**src/rtl/bmpad_pkg.sv**
```systemverilog
// ----------------------------------------------------------------------------
// bmpad_pkg
// Shared types and constants of the BMP pixel array decoder: register
// indexes, item codes, status codes, depth codes and sequencer states.
// ----------------------------------------------------------------------------
package bmpad_pkg;

   localparam int DEF_MAX_WIDTH     = 4096;
   localparam int DEF_PALETTE_DEPTH = 256;

   localparam int DEPTH_MODE_W  = 3;
   localparam int IMG_WIDTH_W   = 13;
   localparam int COLORS_W      = 9;
   localparam int CSR_ADDR_W    = 2;
   localparam int CSR_DATA_W    = 13;
   localparam int PIX_COL_W     = 12;
   localparam int COLOR_W       = 24;
   localparam int STATUS_W      = 2;

   // configuration register indexes
   localparam logic [CSR_ADDR_W-1:0] CSR_DEPTH_MODE  = 2'd0;
   localparam logic [CSR_ADDR_W-1:0] CSR_IMAGE_WIDTH = 2'd1;
   localparam logic [CSR_ADDR_W-1:0] CSR_COLORS      = 2'd2;
   localparam logic [CSR_ADDR_W-1:0] CSR_GRAY_ONLY   = 2'd3;

   // input item kinds
   localparam logic [1:0] OP_PAL_WRITE  = 2'd0;
   localparam logic [1:0] OP_PIXEL_BYTE = 2'd1;
   localparam logic [1:0] OP_NEW_FRAME  = 2'd2;

   // result status
   localparam logic [STATUS_W-1:0] ST_OK    = 2'd0;
   localparam logic [STATUS_W-1:0] ST_INDEX = 2'd1;
   localparam logic [STATUS_W-1:0] ST_GRAY  = 2'd2;

   // depth codes
   localparam logic [DEPTH_MODE_W-1:0] MODE_1BPP  = 3'd0;
   localparam logic [DEPTH_MODE_W-1:0] MODE_2BPP  = 3'd1;
   localparam logic [DEPTH_MODE_W-1:0] MODE_4BPP  = 3'd2;
   localparam logic [DEPTH_MODE_W-1:0] MODE_8BPP  = 3'd3;
   localparam logic [DEPTH_MODE_W-1:0] MODE_24BPP = 3'd4;

   typedef enum logic [1:0] {
      SEQ_IDLE,
      SEQ_DECODE,
      SEQ_EMIT
   } seq_state_type;

   typedef struct packed {
      logic [DEPTH_MODE_W-1:0] depth_mode;
      logic [IMG_WIDTH_W-1:0]  image_width;
      logic [COLORS_W-1:0]     colors_in_table;
      logic                    gray_only;
   } cfg_type;

   typedef struct packed {
      logic               en;
      logic [7:0]         index;
      logic [COLOR_W-1:0] color;   // red, green, blue from high bits down
   } pal_wr_type;

endpackage

```
**src/rtl/bmpad_seq.sv**
```systemverilog
// ----------------------------------------------------------------------------
// bmpad_seq
// Byte sequencer: row byte and column counters, 24 bit color assembly,
// and one shared index extract / compare unit stepped once per pixel,
// feeding the result output register.
// ----------------------------------------------------------------------------
module bmpad_seq
   import bmpad_pkg::*;
#(
   parameter int MAX_WIDTH     = DEF_MAX_WIDTH,
   parameter int PALETTE_DEPTH = DEF_PALETTE_DEPTH,
   localparam int ADDR_W = $clog2(PALETTE_DEPTH)
) (
   input  logic                 clock,
   input  logic                 reset,
   input  cfg_type              cfg,
   // input words
   input  logic                 in_valid,
   output logic                 in_ready,
   input  logic [1:0]           in_op,
   input  logic [7:0]           in_data_byte,
   input  logic [7:0]           in_pal_index,
   input  logic [COLOR_W-1:0]   in_pal_color,
   // palette
   output pal_wr_type           pal_wr,
   output logic [ADDR_W-1:0]    pal_rd_addr,
   input  logic [COLOR_W-1:0]   pal_color,
   // result words
   output logic                 out_valid,
   input  logic                 out_ready,
   output logic [COLOR_W-1:0]   out_color,
   output logic [PIX_COL_W-1:0] out_column,
   output logic                 out_row_end,
   output logic                 out_last,
   output logic [STATUS_W-1:0]  out_status
);

   localparam int CLOG_W = $clog2(MAX_WIDTH + 1);
   localparam int COL_W  = (CLOG_W < IMG_WIDTH_W) ? CLOG_W : IMG_WIDTH_W;
   localparam int RBC_W  = COL_W + 2;
   localparam int WMAX   = (MAX_WIDTH < (2 ** IMG_WIDTH_W - 1)) ? MAX_WIDTH
                                                                : (2 ** IMG_WIDTH_W - 1);
   localparam logic [IMG_WIDTH_W-1:0] WMAX_V = IMG_WIDTH_W'(WMAX);
   localparam logic [COLORS_W-1:0]    PD_V   = COLORS_W'(PALETTE_DEPTH);
   localparam logic [ADDR_W-1:0]      ADDR_MASK = ADDR_W'(PALETTE_DEPTH - 1);

   function automatic logic [7:0] idx_of(input logic [7:0] sh,
                                         input logic [DEPTH_MODE_W-1:0] m);
      logic [7:0] r;
      case (m)
         MODE_1BPP: r = {7'd0, sh[7]};
         MODE_2BPP: r = {6'd0, sh[7:6]};
         MODE_4BPP: r = {4'd0, sh[7:4]};
         default:   r = sh;
      endcase
      return r;
   endfunction

   function automatic logic [7:0] shift_of(input logic [7:0] sh,
                                           input logic [DEPTH_MODE_W-1:0] m);
      logic [7:0] r;
      case (m)
         MODE_1BPP: r = {sh[6:0], 1'b0};
         MODE_2BPP: r = {sh[5:0], 2'd0};
         MODE_4BPP: r = {sh[3:0], 4'd0};
         default:   r = 8'd0;
      endcase
      return r;
   endfunction

   seq_state_type      state_ff, state_in;
   logic [7:0]         byte_ff, byte_in;
   logic [15:0]        partial_ff, partial_in;
   logic [1:0]         phase_ff, phase_in;
   logic [COL_W-1:0]   col_ff, col_in;
   logic [RBC_W-1:0]   rbc_ff, rbc_in;
   logic               err_ff, err_in;
   logic               is24_ff, is24_in;
   logic [2:0]         pix_ff, pix_in;
   logic               out_valid_ff, out_valid_in;
   logic [COLOR_W-1:0] out_color_ff, out_color_in;
   logic [PIX_COL_W-1:0] out_col_ff, out_col_in;
   logic               out_row_end_ff, out_row_end_in;
   logic               out_last_ff, out_last_in;
   logic [STATUS_W-1:0] out_status_ff, out_status_in;

   logic [DEPTH_MODE_W-1:0] mode;
   logic [IMG_WIDTH_W-1:0]  w_clamp;
   logic [COL_W-1:0]        width;
   logic [RBC_W-1:0]        wext, data_bytes, stride, rbc_p1;
   logic [COLORS_W-1:0]     full_count, count_raw, count;
   logic [2:0]              last_pix;
   logic [7:0]              cur_idx, next_sh, next_idx;
   logic                    cur_err;
   logic [COLOR_W-1:0]      src;
   logic                    gray_bad;
   logic [STATUS_W-1:0]     st;
   logic [COL_W:0]          col_p1;
   logic                    out_free, fire, more, advance, wrap;

   // frame geometry, palette limits; user keeps cfg stable while item in work
   always_comb begin
      mode = (cfg.depth_mode > MODE_24BPP) ? MODE_24BPP : cfg.depth_mode;
      w_clamp = (cfg.image_width > WMAX_V) ? WMAX_V : cfg.image_width;
      if (w_clamp == '0) begin
         w_clamp = IMG_WIDTH_W'(1);
      end
      width = COL_W'(w_clamp);
      wext  = RBC_W'(width);
      case (mode)
         MODE_1BPP: begin
            data_bytes = (wext + RBC_W'(7)) >> 3;
            full_count = COLORS_W'(2);
            last_pix   = 3'd7;
         end
         MODE_2BPP: begin
            data_bytes = (wext + RBC_W'(3)) >> 2;
            full_count = COLORS_W'(4);
            last_pix   = 3'd3;
         end
         MODE_4BPP: begin
            data_bytes = (wext + RBC_W'(1)) >> 1;
            full_count = COLORS_W'(16);
            last_pix   = 3'd1;
         end
         MODE_8BPP: begin
            data_bytes = wext;
            full_count = COLORS_W'(256);
            last_pix   = 3'd0;
         end
         default: begin
            data_bytes = wext + (wext << 1);
            full_count = COLORS_W'(256);
            last_pix   = 3'd0;
         end
      endcase
      stride = (data_bytes + RBC_W'(3)) & ~RBC_W'(3);
      count_raw = (cfg.colors_in_table == '0) ? full_count : cfg.colors_in_table;
      count = (count_raw > PD_V) ? PD_V : count_raw;
   end

   // shared index unit: extract, compare, step to the next pixel
   always_comb begin
      cur_idx  = idx_of(byte_ff, mode);
      cur_err  = {1'b0, cur_idx} >= count;
      next_sh  = shift_of(byte_ff, mode);
      next_idx = idx_of(next_sh, mode);

      src = is24_ff ? {byte_ff, partial_ff[15:8], partial_ff[7:0]} : pal_color;
      gray_bad = cfg.gray_only &&
                 !((src[23:16] == src[15:8]) && (src[15:8] == src[7:0]));
      if (!is24_ff && cur_err) begin
         st = ST_INDEX;
      end else if (gray_bad) begin
         st = ST_GRAY;
      end else begin
         st = ST_OK;
      end

      col_p1   = {1'b0, col_ff} + (COL_W + 1)'(1);
      out_free = !out_valid_ff || out_ready;
      fire     = (state_ff == SEQ_EMIT) && out_free;
      more     = !is24_ff && (pix_ff != last_pix) && (col_p1 < {1'b0, width}) &&
                 (st == ST_OK);
      advance  = fire && more;
      rbc_p1   = rbc_ff + RBC_W'(1);
      wrap     = rbc_p1 >= stride;

      pal_rd_addr = (advance ? next_idx[ADDR_W-1:0] : cur_idx[ADDR_W-1:0]) & ADDR_MASK;
   end

   always_comb begin
      state_in       = state_ff;
      byte_in        = byte_ff;
      partial_in     = partial_ff;
      phase_in       = phase_ff;
      col_in         = col_ff;
      rbc_in         = rbc_ff;
      err_in         = err_ff;
      is24_in        = is24_ff;
      pix_in         = pix_ff;
      out_valid_in   = out_valid_ff && !out_ready;
      out_color_in   = out_color_ff;
      out_col_in     = out_col_ff;
      out_row_end_in = out_row_end_ff;
      out_last_in    = out_last_ff;
      out_status_in  = out_status_ff;
      in_ready       = (state_ff == SEQ_IDLE);
      pal_wr.en      = 1'b0;
      pal_wr.index   = in_pal_index;
      pal_wr.color   = in_pal_color;

      case (state_ff)
         SEQ_IDLE: begin
            if (in_valid) begin
               case (in_op)
                  OP_PAL_WRITE: begin
                     pal_wr.en = 1'b1;
                  end
                  OP_NEW_FRAME: begin
                     col_in     = '0;
                     rbc_in     = '0;
                     partial_in = '0;
                     phase_in   = '0;
                     err_in     = 1'b0;
                  end
                  OP_PIXEL_BYTE: begin
                     if (!err_ff) begin
                        byte_in  = in_data_byte;
                        state_in = SEQ_DECODE;
                     end
                  end
                  default: begin
                  end
               endcase
            end
         end

         SEQ_DECODE: begin
            state_in = SEQ_IDLE;
            pix_in   = '0;
            is24_in  = (mode == MODE_24BPP);
            if (rbc_ff < data_bytes) begin
               if (mode == MODE_24BPP) begin
                  case (phase_ff)
                     2'd0: begin
                        partial_in[7:0] = byte_ff;
                        phase_in        = 2'd1;
                     end
                     2'd1: begin
                        partial_in[15:8] = byte_ff;
                        phase_in         = 2'd2;
                     end
                     default: begin
                        phase_in = 2'd0;
                        if (col_ff < width) begin
                           state_in = SEQ_EMIT;
                        end
                     end
                  endcase
               end else if (col_ff < width) begin
                  state_in = SEQ_EMIT;
               end
            end
            // no pixel from this byte: advance the row now
            if (state_in == SEQ_IDLE) begin
               rbc_in = wrap ? '0 : rbc_p1;
               if (wrap) begin
                  col_in   = '0;
                  phase_in = '0;
               end
            end
         end

         SEQ_EMIT: begin
            if (fire) begin
               out_valid_in   = 1'b1;
               out_color_in   = (st == ST_INDEX) ? '0 : src;
               out_col_in     = PIX_COL_W'(col_ff);
               out_row_end_in = (col_p1 == {1'b0, width});
               out_last_in    = !more;
               out_status_in  = st;
               col_in         = col_p1[COL_W-1:0];
               if (st != ST_OK) begin
                  err_in = 1'b1;
               end
               if (more) begin
                  byte_in = next_sh;
                  pix_in  = pix_ff + 3'd1;
               end else begin
                  state_in = SEQ_IDLE;
                  rbc_in   = wrap ? '0 : rbc_p1;
                  if (wrap) begin
                     col_in   = '0;
                     phase_in = '0;
                  end
               end
            end
         end

         default: begin
            state_in = SEQ_IDLE;
         end
      endcase
   end

   always_ff @(posedge clock) begin
      if (reset) begin
         state_ff     <= SEQ_IDLE;
         partial_ff   <= '0;
         phase_ff     <= '0;
         col_ff       <= '0;
         rbc_ff       <= '0;
         err_ff       <= 1'b0;
         is24_ff      <= 1'b0;
         pix_ff       <= '0;
         out_valid_ff <= 1'b0;
      end else begin
         state_ff     <= state_in;
         partial_ff   <= partial_in;
         phase_ff     <= phase_in;
         col_ff       <= col_in;
         rbc_ff       <= rbc_in;
         err_ff       <= err_in;
         is24_ff      <= is24_in;
         pix_ff       <= pix_in;
         out_valid_ff <= out_valid_in;
      end
   end

   always_ff @(posedge clock) begin
      byte_ff        <= byte_in;
      out_color_ff   <= out_color_in;
      out_col_ff     <= out_col_in;
      out_row_end_ff <= out_row_end_in;
      out_last_ff    <= out_last_in;
      out_status_ff  <= out_status_in;
   end

   assign out_valid   = out_valid_ff;
   assign out_color   = out_color_ff;
   assign out_column  = out_col_ff;
   assign out_row_end = out_row_end_ff;
   assign out_last    = out_last_ff;
   assign out_status  = out_status_ff;

   a_busy_without_error: assert property (@(posedge clock) disable iff (reset)
      (state_ff != SEQ_IDLE) |-> !err_ff)
      else $error("byte in work while error is latched");

   a_error_ends_byte: assert property (@(posedge clock) disable iff (reset)
      (fire && (st != ST_OK)) |=> ((state_ff == SEQ_IDLE) && err_ff && out_last))
      else $error("error pixel did not end the byte");

   a_pixel_bound: assert property (@(posedge clock) disable iff (reset)
      ((state_ff == SEQ_EMIT) && !is24_ff) |-> (pix_ff <= last_pix))
      else $error("pixel count ran past the byte");

   a_color_pixel_single: assert property (@(posedge clock) disable iff (reset)
      (fire && is24_ff) |=> (out_last && (state_ff == SEQ_IDLE)))
      else $error("24 bit byte gave more than one pixel");

endmodule

```
**config.mk**
```make
export PLATFORM = sky130hd
export DESIGN_NAME = bmpad_seq
export DESIGN_NICKNAME = d
export VERILOG_FILES = /design/src/rtl/bmpad_pkg.sv /design/src/rtl/bmpad_seq.sv
export SDC_FILE = /design/constraint.sdc
export NUM_CORES = 1
export LEC_CHECK = 0
export CORE_UTILIZATION = 30
export CTS_CLUSTER_DIAMETER = 150
export DETAILED_ROUTE_END_ITERATION = 8
export DONT_BUFFER_PORTS = 1
export SLEW_MARGIN = 20
export SYNTH_ARGS = -nofsm -noshare
export SYNTH_HDL_FRONTEND = slang
export SYNTH_SLANG_ARGS = --single-unit
export TNS_END_PERCENT = 1
```
**constraint.sdc**
```tcl
create_clock -name clock -period 8.4 [get_ports clock]
set_clock_uncertainty 0.1 [all_clocks]
set_input_delay 1.26 -clock clock [delete_from_list [all_inputs] [get_ports clock]]
set_output_delay 1.26 -clock clock [all_outputs]
set_load 0.03 [all_outputs]
```
# --- Word-level counts from Yosys, hierarchy flattened ---
# Cells that the tools add are included.
word_totals:
  output_inout_bits: 83
  register_bits: 102
  inputBits: 96
classes:
  magnitude_cmp: 8
  addsub: 8
  reduce_logical: 39
  mux: 78
  eq_ne: 29
op_table:
  columns: ["op", "count"]
  rows:
  - ["13-bit two-way mux", 9]
  - ["15-bit two-way mux", 6]
  - ["8-bit case mux with 3 select lines", 3]
  - ["16-bit two-way mux", 4]
  - ["8-bit two-way mux", 8]
  - ["15-bit case mux with 4 select lines", 1]
  - ["15-bit case mux with 3 select lines", 1]
  - ["2-bit two-way mux", 21]
  - ["13-bit case mux with 3 select lines", 1]
  - ["6-bit AND reduction", 6]
  - ["16-bit case mux with 2 select lines", 1]
  - ["13-bit by 1-bit adder with 14-bit output (second input constant)", 2]
  - ["9-bit case mux with 3 select lines", 1]
  - ["24-bit two-way mux", 1]
  - ["2-bit != test (second input constant)", 10]
  - ["9-bit two-way mux", 2]
  - ["8-bit == test", 2]
  - ["8-bit case mux with 2 select lines", 1]
  - ["13-bit by 14-bit adder with 15-bit output", 1]
  - ["15-bit by 1-bit adder with 15-bit output (second input constant)", 1]
  - ["15-bit by 2-bit adder with 15-bit output (second input constant)", 1]
  - ["15-bit greater-or-equal comparator", 1]
  - ["15-bit less-than comparator", 1]
  - ["13-bit by 2-bit adder with 14-bit output (second input constant)", 1]
  - ["36 further kinds", 76]

# --- Logic depth before layout (Yosys ltp) ---
# Gate-level depths: netlist of run 1.
logic_depth:
  ltp_word: 15
  ltp_mapped: 28
  mapped_depth_nobuf: 23

# --- Worst setup path after synthesis of run 1 ---
# No wires, ideal clock.
synth_timing:
  path_kind: "input port to output port"
  startpoint: "input port cfg[23] (netlist name)"
  endpoint: "output port pal_rd_addr[0]"
  path_buffers: 6
  arrival_time_ps: 5542
  setup_slack_ps: 1498
  required_time_ps: 7040
  cell_stages: 17
  cell_sequence: "clkbuf_1 > clkbuf_1 > clkbuf_1 > clkbuf_1 > mux2i_1 > o21ai_0 > a22oi_1 > ha_1 > nand2b_1 > a31oi_1 > o21ai_0 > o211a_1 > or4_1 > or3_1 > clkbuf_1 > clkbuf_1 > mux2i_1"
synth_via:
  elab_chain_len: 14
  elab_cells_between_ends: 23
synth_rtl:
  columns: ["element", "line_no", "source"]
  rows:
  - ["from (decl)", "bmpad_seq.sv:16", "input cfg_type cfg,"]
  - ["3-bit > comparator", "bmpad_seq.sv:103", "mode = (cfg.depth_mode > MODE_24BPP) ? MODE_24BPP : cfg.depth_mode;"]
  - ["3-bit two-way mux *", "bmpad_seq.sv:103", null]
  - ["3-bit by 2-bit == test with 1-bit output, or another cell as far along", "bmpad_seq.sv:50, bmpad_seq.sv:62, bmpad_seq.sv:110", null]
  - ["9-bit case mux with 3 select lines", "bmpad_seq.sv:110", "case (mode)"]
  - ["9-bit two-way mux", "bmpad_seq.sv:138", "count_raw = (cfg.colors_in_table == '0) ? full_count : cfg.colors_in_table;"]
  - ["9-bit > comparator", "bmpad_seq.sv:139", "count = (count_raw > PD_V) ? PD_V : count_raw;"]
  - ["9-bit two-way mux", "bmpad_seq.sv:139", null]
  - ["8-bit by 9-bit greater-or-equal comparator with 1-bit output", "bmpad_seq.sv:145", "cur_err = {1'b0, cur_idx} >= count;"]
  - ["1-bit logical AND", "bmpad_seq.sv:152", "if (!is24_ff && cur_err) begin"]
  - ["2-bit two-way mux", "bmpad_seq.sv:152", null]
  - ["2-bit logical NOT", "bmpad_seq.sv:164", "(st == ST_OK);"]
  - ["1-bit logical AND", "bmpad_seq.sv:163", "more = !is24_ff && (pix_ff != last_pix) && (col_p1 < {1'b0, width}) &&"]
  - ["1-bit logical AND", "bmpad_seq.sv:165", "advance = fire && more;"]
  - ["8-bit two-way mux *", "bmpad_seq.sv:169", "pal_rd_addr = (advance ? next_idx[ADDR_W-1:0] : cur_idx[ADDR_W-1:0]) & ADDR_MASK;"]
  - ["to (decl)", "bmpad_seq.sv:26", "output logic [ADDR_W-1:0] pal_rd_addr,"]
# Every way passes the cells marked *; elsewhere a longest branch is shown, timed or not.

# --- Final worst setup path of run 1 ---
layout_timing:
  startpoint: "input port cfg[22] (netlist name)"
  endpoint: "register col_ff[11]"
layout_via:
  elab_chain_len: 13
  elab_cells_between_ends: 29
layout_rtl:
  columns: ["element", "line_no", "source"]
  rows:
  - ["13-bit > comparator", "bmpad_seq.sv:104", "w_clamp = (cfg.image_width > WMAX_V) ? WMAX_V : cfg.image_width;"]
  - ["13-bit two-way mux *", "bmpad_seq.sv:104", null]
  - ["13-bit logical NOT", "bmpad_seq.sv:105", "if (w_clamp == '0) begin"]
  - ["13-bit two-way mux *", "bmpad_seq.sv:105", null]
  - ["parallel branches: the longest is 9 deep, another holds 13-bit by 14-bit adder with 15-bit output", null, null]
  - ["to (signal assigned)", "bmpad_seq.sv:302", "col_ff <= col_in;"]
  - ["to (decl)", "bmpad_seq.sv:75", "logic [COL_W-1:0] col_ff, col_in;"]
# Mark *: on every way between the ends. The select of a mux whose other input is x is not followed.
# A chain may end at the register's enable or synchronous reset.

==> results of run 1 <==
[sequential cells by signal, summed over array words and instances (netlist names)]
name	count
out_row_end	1
col_ff	13
is24_ff	1
byte_ff	8
rbc_ff	15
out_column	12
out_last	1
out_status	2
partial_ff	16
err_ff	1
phase_ff	2
pix_ff	3
out_color	24
state_ff	2
out_valid	1
[where the power goes]
group / total, mW / internal, mW / switching (mW) / leakage [nW]
logic: 0.378 / 0.136 / 0.243 / 2.56
registers: 0.582 / 0.545 / 0.0362 / 0.894
clock network: 0.410 / 0.207 / 0.204 / 0.139
[cell usage after synthesis (5+ instances only)]
| master | count | area share [%] |
|---|---|---|
| o21ai_0 | 38 | 2.1 |
| clkbuf_1 | 51 | 2.1 |
| o2bb2ai_1 | 8 | 0.76 |
| a22o_1 | 19 | 1.8 |
| nor4_1 | 11 | 0.74 |
| a221oi_1 | 8 | 0.76 |
| buf_2 | 6 | 0.32 |
| xor2_1 | 22 | 2.1 |
| a211oi_1 | 14 | 1.1 |
| or3_1 | 26 | 1.8 |
| xnor2_1 | 48 | 4.5 |
| or2_2 | 6 | 0.40 |
| mux2i_1 | 44 | 4.7 |
| o32ai_1 | 17 | 1.6 |
| nand2b_1 | 24 | 1.6 |
| ha_1 | 85 | 11 |
| buf_4 | 32 | 2.6 |
| inv_1 | 55 | 2.2 |
| and2_1 | 11 | 0.74 |
| o211ai_1 | 7 | 0.57 |
| a31oi_1 | 7 | 0.47 |
| edfxtp_1 | 48 | 16 |
| buf_1 | 5 | 0.20 |
| nand3_1 | 40 | 2.2 |
| dfxtp_1 | 54 | 12 |
| a21o_1 | 14 | 1.1 |
| or4_1 | 11 | 0.89 |
| nor2_1 | 74 | 3.0 |
| nor3_1 | 17 | 0.92 |
| o21a_1 | 15 | 1.2 |
| nand4_1 | 13 | 0.88 |
| o21ai_1 | 10 | 0.54 |
| a21oi_1 | 52 | 2.8 |
| and3_1 | 17 | 1.1 |
| nand2_1 | 65 | 2.6 |
| nor2b_1 | 14 | 0.94 |
[worst min-delay path by stage]
stage                             endpoint  depth (start not counted)                         from
2_1_floorplan  partial_ff[11]$_SDFFE_PP0P_                          1  partial_ff[11]$_SDFFE_PP0P_
3_3_place_gp   partial_ff[12]$_SDFFE_PP0P_                          1  partial_ff[12]$_SDFFE_PP0P_
3_5_place_dp   partial_ff[11]$_SDFFE_PP0P_                          1  partial_ff[11]$_SDFFE_PP0P_
4_1_cts        partial_ff[11]$_SDFFE_PP0P_                          1  partial_ff[11]$_SDFFE_PP0P_
5_1_grt        partial_ff[11]$_SDFFE_PP0P_                          1  partial_ff[11]$_SDFFE_PP0P_
6_report        partial_ff[3]$_SDFFE_PP0P_                          1   partial_ff[3]$_SDFFE_PP0P_
[area by class of cell]
class                   count  area share [%]
repair buffers              5           0.390
clock buffers              10            2.38
well taps                 396            5.15
inverters                  57            2.22
multi-input cells         832            63.1
flip-flops and latches    102            26.2
clock inverters             6           0.546
[metrics by stage]
step | hold WS, ns | cells | utilization [%]
floorplan | 0.342 | 1085 | -
global placement | 0.363 | 1392 | 30.6
detailed placement | 0.375 | 1392 | 30.6
CTS | 0.390 | 1408 | 31.5
global route | 0.409 | 1408 | 31.5
finish | 0.389 | 1408 | 31.5
[cell families after synthesis]
logic type / share of synthesized area [%]
XOR/XNOR: 6.61
buffers and inverters: 7.49
multiplexers: 4.75
AND/OR/NAND/NOR: 21.9
AO/OA/AOI/OAI: 20.4
adder cells (fa/ha/maj): 11.7
flip-flops: 27.2
[cells in the final DEF, fill, tap and decap left out, types with 13 or more instances in the layout]
cell	synthesis	layout
nand2b_1	24	24
nand4_1	13	13
nand3_1	40	40
ha_1	85	85
o32ai_1	17	17
a21o_1	14	14
a22o_1	19	19
and3_1	17	17
nor2_1	74	73
mux2i_1	44	44
or3_1	26	26
o21a_1	15	15
a21oi_1	52	52
dfxtp_1	54	54
xor2_1	22	22
xnor2_1	48	48
edfxtp_1	48	48
nand2_1	65	65
nor2b_1	14	14
nor3_1	17	17
inv_1	55	55
a211oi_1	14	14
o21ai_0	38	38
[per-layer routing]
layer / wire length (um) / track usage, % / up-vias / share of wire (%)
met5: 0 / 0 / - / 0
met4: 717 / 6.62 / 0 / 2.7
met3: 1660 / 2.25 / 55 / 6.3
met2: 12000 / 27.0 / 321 / 46
met1: 11800 / 21.8 / 3793 / 45
li1: - / - / 3839 / -
[worst max-delay path, stage by stage]
cell and delay [ns]:
inv_2 0.24, nand2_1 0.24, inv_1 0.23, ha_1 0.56, nand3b_1 0.27, xnor2_1 0.19
mux2i_1 0.16, a21oi_1 0.09, a32o_2 0.28, or4_4 0.58, nor4_4 0.35, nor3b_1 0.28
xnor2_1 0.16, ha_1 0.27, nor2b_1 0.13, o21ai_0 0.15, nand2b_1 0.07, a221oi_1 0.80
nand2_1 0.21, nand3b_4 0.23, nand2b_1 0.41, o32ai_1 0.17
==> results.md, run 1 <==
- FILL cells: 3150
- Post-DRT Antenna Nets: 0
- Total number of yosys warnings: 0
- Detailed placement HPWL: 20300 um
- Die Footprint: 31600 um2
- R2R Path Start: col_ff[0]$_SDFFE_PP0P_
- Startpoint types: primary input
- GRT Total Usage: 16.5%
- WP data arrival: 7.37 ns
- CP Capture Point: col_ff[11]$_SDFFE_PP0P_
- Fin. max-slew vios: 0
- Cells after synthesis: 1085
- Die X: 178 um
- Initial antenna violation count: 0
- Reg2reg path depth: 16
- LEAKAGE: 3.60 nW
- Area of the multi-input gates: 6070 um2
- Initial Utilization: 30.4%
- Hold Crit Class: flip-flop to flip-flop
- R2r setup slk: 2.91 ns
- Vias in the first global route: 7518
- Final setup margin: 1.15 ns
- Via count: 8008
- Clock Path Buffers: 2
- Die Height: 178 um
- Core area: 30500 um2
- Placed Area: 9340 um2
- RSZ-0062 raised after global routing: no
- Sequential Area: 2520 um2
- Final period util: 86.4%
- Final min period: 7.25 ns
- Netlist cell types: 85
- Post-Place Setup Slack: 0.911 ns
- Final setup fails: 0
- Layout Nets: 1189
- Setup TNS: 0 ns
- Worst Tran Pin Value: 0.959 ns
- Area Growth Syn to Fin: 3.75%
- IO buf count: 0
- Num rows: 64
- DR DRC count: 0
- Aggregate global routing overflow: 0
- DRT iter0 DRCs: 852
- R2r endpoint: rbc_ff[7]$_SDFFE_PP0P_
- Placer congestion estimate: 0.909
- F_max: 138 MHz
- Main synth FF type: dfxtp_1
- WS Path Type: primary input to flip-flop
- Clock Tree Root: clkbuf_16
- Crit end category: flip-flop
- Net Count, Synth: 1267
- Hold_buf cts: 0
- Max_cap viols: 0
- Drt wl/cell: 18.7 um
- Routed WL: 26300 um
- Reg clk slew, reported paths: 0.07 ns
- First-pass DRT Iterations: 5
- Worst-Skew Late Latency: 0.36 ns
- Worst setup path startpoint: cfg[22]
- Largest net degree at the start of global routing: 51
- Slew margin rel.: 36.1%
- Seq/Total Area, Yosys: 27.2%
- PD cells: 142 nW/um2
- Avg Cell Area, Syn: 8.55 um2
- First-pass GRT wire length: 41200 um
- Required @ worst endpoint: 8.51 ns
- Worst vdd rail ir drop: 110 uV
- Hold Fails Final Rpt: 0
- Mapped cell area: 9280 um2
- CTS buffer count: 9
- Outcome: finished, final reports clean
- Post-cts resize count: 0
- Async set or reset register ratio after synthesis: 0%
- Tot Pwr: 1.37 mW
- Postcts setup bufs: 0
- CTS tree: done
- Depth of the CTS H-tree: 3
- Post-synth EDFFs: 48
- Io pins: 179
- Drt via density: 5.69
- Maximum fanout along the worst path: 22
- Design area: 9620 um2
- Synth Register Bits: 102
- CTS sink cnt: 102
- Share of layout cells above drive strength 1: 4.45%
- Ant. Diodes: 0
No activity file was read; power rests on OpenSTA's default activity.
==> inputs of run 2 (changes only) <==
GPL_TIMING_DRIVEN = 0   (was default)
==> results.md, run 2 (synthesized netlist as in run 1, its figures left out) <==
- Io pins: 179 (unchanged)
- Hold Fails Final Rpt: 0 (unchanged)
- Reg clk slew, reported paths: 0.07 ns (about the same)
- Hold Crit Class: flip-flop to flip-flop (unchanged)
- Crit end category: output port (was flip-flop)
- Tot Pwr: 1.46 mW (was 1.37 mW)
- F_max: 125 MHz (was 138 MHz)
- Required @ worst endpoint: 7.04 ns (was 8.51 ns)
- Worst-Skew Late Latency: 0.37 ns (was 0.36 ns)
- Vias in the first global route: 7989 (was 7518)
- Post-layout util: 33.2% (was 31.5%)
- Placer congestion estimate: 0.939 (was 0.909)
- Slew margin rel.: 27.2% (was 36.1%)
- Initial Utilization: 30.4% (unchanged)
- Post-DRT Antenna Nets: 0 (unchanged)
- CTS buffer count: 9 (unchanged)
- Reg2reg path depth: 16 (unchanged)
- Setup TNS: 0 ns (unchanged)
- Area Growth Syn to Fin: 9.15% (was 3.75%)
- RSZ-0062 raised after global routing: no (unchanged)
- R2R Path Start: col_ff[0]$_SDFFE_PP0P_ (unchanged)
- FILL cells: 3192 (was 3150)
- R2r endpoint: col_ff[9]$_SDFFE_PP0P_ (was rbc_ff[7]$_SDFFE_PP0P_)
- Final period util: 94.9% (was 86.4%)
- Final setup fails: 0 (unchanged)
- Most frequent cells in the layout: ha_1, nor2_1, nand2_1 (unchanged)
- Die X: 178 um (unchanged)
- Die Footprint: 31600 um2 (unchanged)
- Hold_buf cts: 0 (unchanged)
- Final min period: 7.97 ns (was 7.25 ns)
- Routed WL: 28400 um (was 26300 um)
- Fin. max-slew vios: 0 (unchanged)
- Worst vdd rail ir drop: 79.3 uV (was 110 uV)
- LEAKAGE: 3.84 nW (was 3.60 nW)
- First-pass DRT Iterations: 5 (unchanged)
- DR DRC count: 0 (unchanged)
- Max reg flops: 24 (unchanged)
- PD cells: 144 nW/um2 (was 142 nW/um2)
- R2r setup slk: 2.73 ns (was 2.91 ns)
- Share of layout cells above drive strength 1: 7.44% (was 4.45%)
- Final hold slack: 0.379 ns (was 0.389 ns)
- Clock Path Buffers: 2 (unchanged)
- GRT Total Usage: 17.9% (was 16.5%)
- Post-cts resize count: 0 (unchanged)
- Postcts setup bufs: 0 (unchanged)
- CP max stage cell: a21oi_1 (was a221oi_1)
- CTS tree: done (unchanged)
- Depth of the CTS H-tree: 3 (unchanged)
- IO buf count: 0 (unchanged)
- WP data arrival: 6.61 ns (was 7.37 ns)
- Core area: 30500 um2 (unchanged)
- Crit path top cell by count: clkbuf_1
- Max_cap viols: 0 (unchanged)
- First-pass GRT wire length: 44300 um (was 41200 um)
- Drt via density: 5.65 (was 5.69)
- Num rows: 64 (unchanged)
- Most common cell after layout, fill and taps aside: ha_1 (unchanged)
- Initial antenna violation count: 1 (was 0)
- Startpoint types: primary input (unchanged)
- Drt wl/cell: 19.0 um (was 18.7 um)
- Clock Tree Root: clkbuf_16 (unchanged)
- CTS sink cnt: 102 (unchanged)
- Layout Nets: 1279 (was 1189)
- Outcome: finished, final reports clean (unchanged)
- Die Height: 178 um (unchanged)
- DRT iter0 DRCs: 567 (was 852)
- Largest net degree at the start of global routing: 25 (was 51)
- Hold Path End: partial_ff[11]$_SDFFE_PP0P_ (was partial_ff[3]$_SDFFE_PP0P_)
- Aggregate global routing overflow: 0 (unchanged)
- Detailed placement HPWL: 22600 um (was 20300 um)
- Maximum fanout along the worst path: 10 (was 22)
- Worst Tran Pin Value: 1.08 ns (was 0.959 ns)
- Hold Path Depth: 1 (unchanged)
- Min-delay src: partial_ff[11]$_SDFFE_PP0P_ (was partial_ff[3]$_SDFFE_PP0P_)
- Worst path cell trace: clkbuf_1 -> clkbuf_1 -> clkbuf_1 -> clkbuf_1 -> mux2i_1 -> o21ai_0 -> a22oi_1 -> ha_1 -> nand2b_1 -> a31oi_1 -> o21ai_0 -> o211a_1 -> or4_1 -> or3_1 -> clkbuf_1 -> clkbuf_1 -> a21oi_1 (was inv_2 -> nand2_1 -> inv_1 -> ha_1 -> nand3b_1 -> xnor2_1 -> mux2i_1 -> a21oi_1 -> a32o_2 -> or4_4 -> nor4_4 -> nor3b_1 -> xnor2_1 -> ha_1 -> nor2b_1 -> o21ai_0 -> nand2b_1 -> a221oi_1 -> nand2_1 -> nand3b_4 -> nand2b_1 -> o32ai_1)
- WS Path Type: primary input to output port (was primary input to flip-flop)
- Via count: 8470 (was 8008)
- Largest stage delay on the critical path: 0.68 ns (was 0.80 ns)
## run 2: changes by cell type in the layout (fill, tap and decap cells not counted), moves of 5 or more
cell	change
buf_4	+27
buf_1	+5
clkbuf_1	+50
buf_2	+6
## run 2: final cells by class
cell class / count / area [um2] / share of cell area, %
Inverter: 57 / 214 / 2.11
Tap cell: 396 / 495 / 4.89
Multi-Input combinational cell: 832 / 6080 / 60.0
Antenna cell: 1 / 2.50 / 0.0247
Clock inverter: 6 / 60.1 / 0.593
Timing Repair Buffer: 1 / 20.0 / 0.198
Clock buffer: 10 / 250 / 2.47
Buffer: 94 / 480 / 4.75
Sequential cell: 102 / 2520 / 24.9
## run 2: how the worst max path moves through the flow
stage          startpoint                 endpoint  depth (start not counted)  slack (ns)
3_5_place_dp      cfg[22]   col_ff[9]$_SDFFE_PP0P_                         26        0.20
2_1_floorplan     cfg[23]           pal_rd_addr[0]                         17        1.50
4_1_cts           cfg[23]           pal_rd_addr[1]                         17        0.47
3_3_place_gp      cfg[22]  col_ff[11]$_SDFFE_PP0P_                         27        0.26
5_1_grt           cfg[23]           pal_rd_addr[1]                         17        0.09
6_report          cfg[23]           pal_rd_addr[1]                         17        0.43
## run 2: worst max-delay path: cells and delay by family
kind / cells / cell delay [ns]
AO/OA/AOI/OAI: 6 / 1.53
adder cells (fa/ha/maj): 1 / 0.27
buffers and inverters: 6 / 2.15
multiplexers: 1 / 0.24
AND/OR/NAND/NOR: 3 / 1.15
## run 2: metrics by stage
stage               cell area [um2]  std cells  setup slack, ns
floorplan                      9280       1085             1.50
global placement               9770       1481            0.265
detailed placement             9800       1482            0.201
CTS                           10100       1498            0.471
global route                  10100       1498           0.0910
finish                        10100       1499            0.426
## run 2: routing by layer
layer / track usage (%) / vias up / wire length, um
li1: - / 4036 / -
met1: 22.4 / 4080 / 12500
met2: 31.1 / 305 / 13600
met3: 2.66 / 49 / 1600
met4: 6.23 / 0 / 721
met5: 0 / - / 0
## run 2: report_power, final
part | internal [mW] | switching [mW] | leakage, nW
sequential | 0.545 | 0.0194 | 0.894
clock | 0.227 | 0.208 | 0.154
combinational | 0.153 | 0.306 | 2.79
total | 0.925 | 0.534 | 3.84
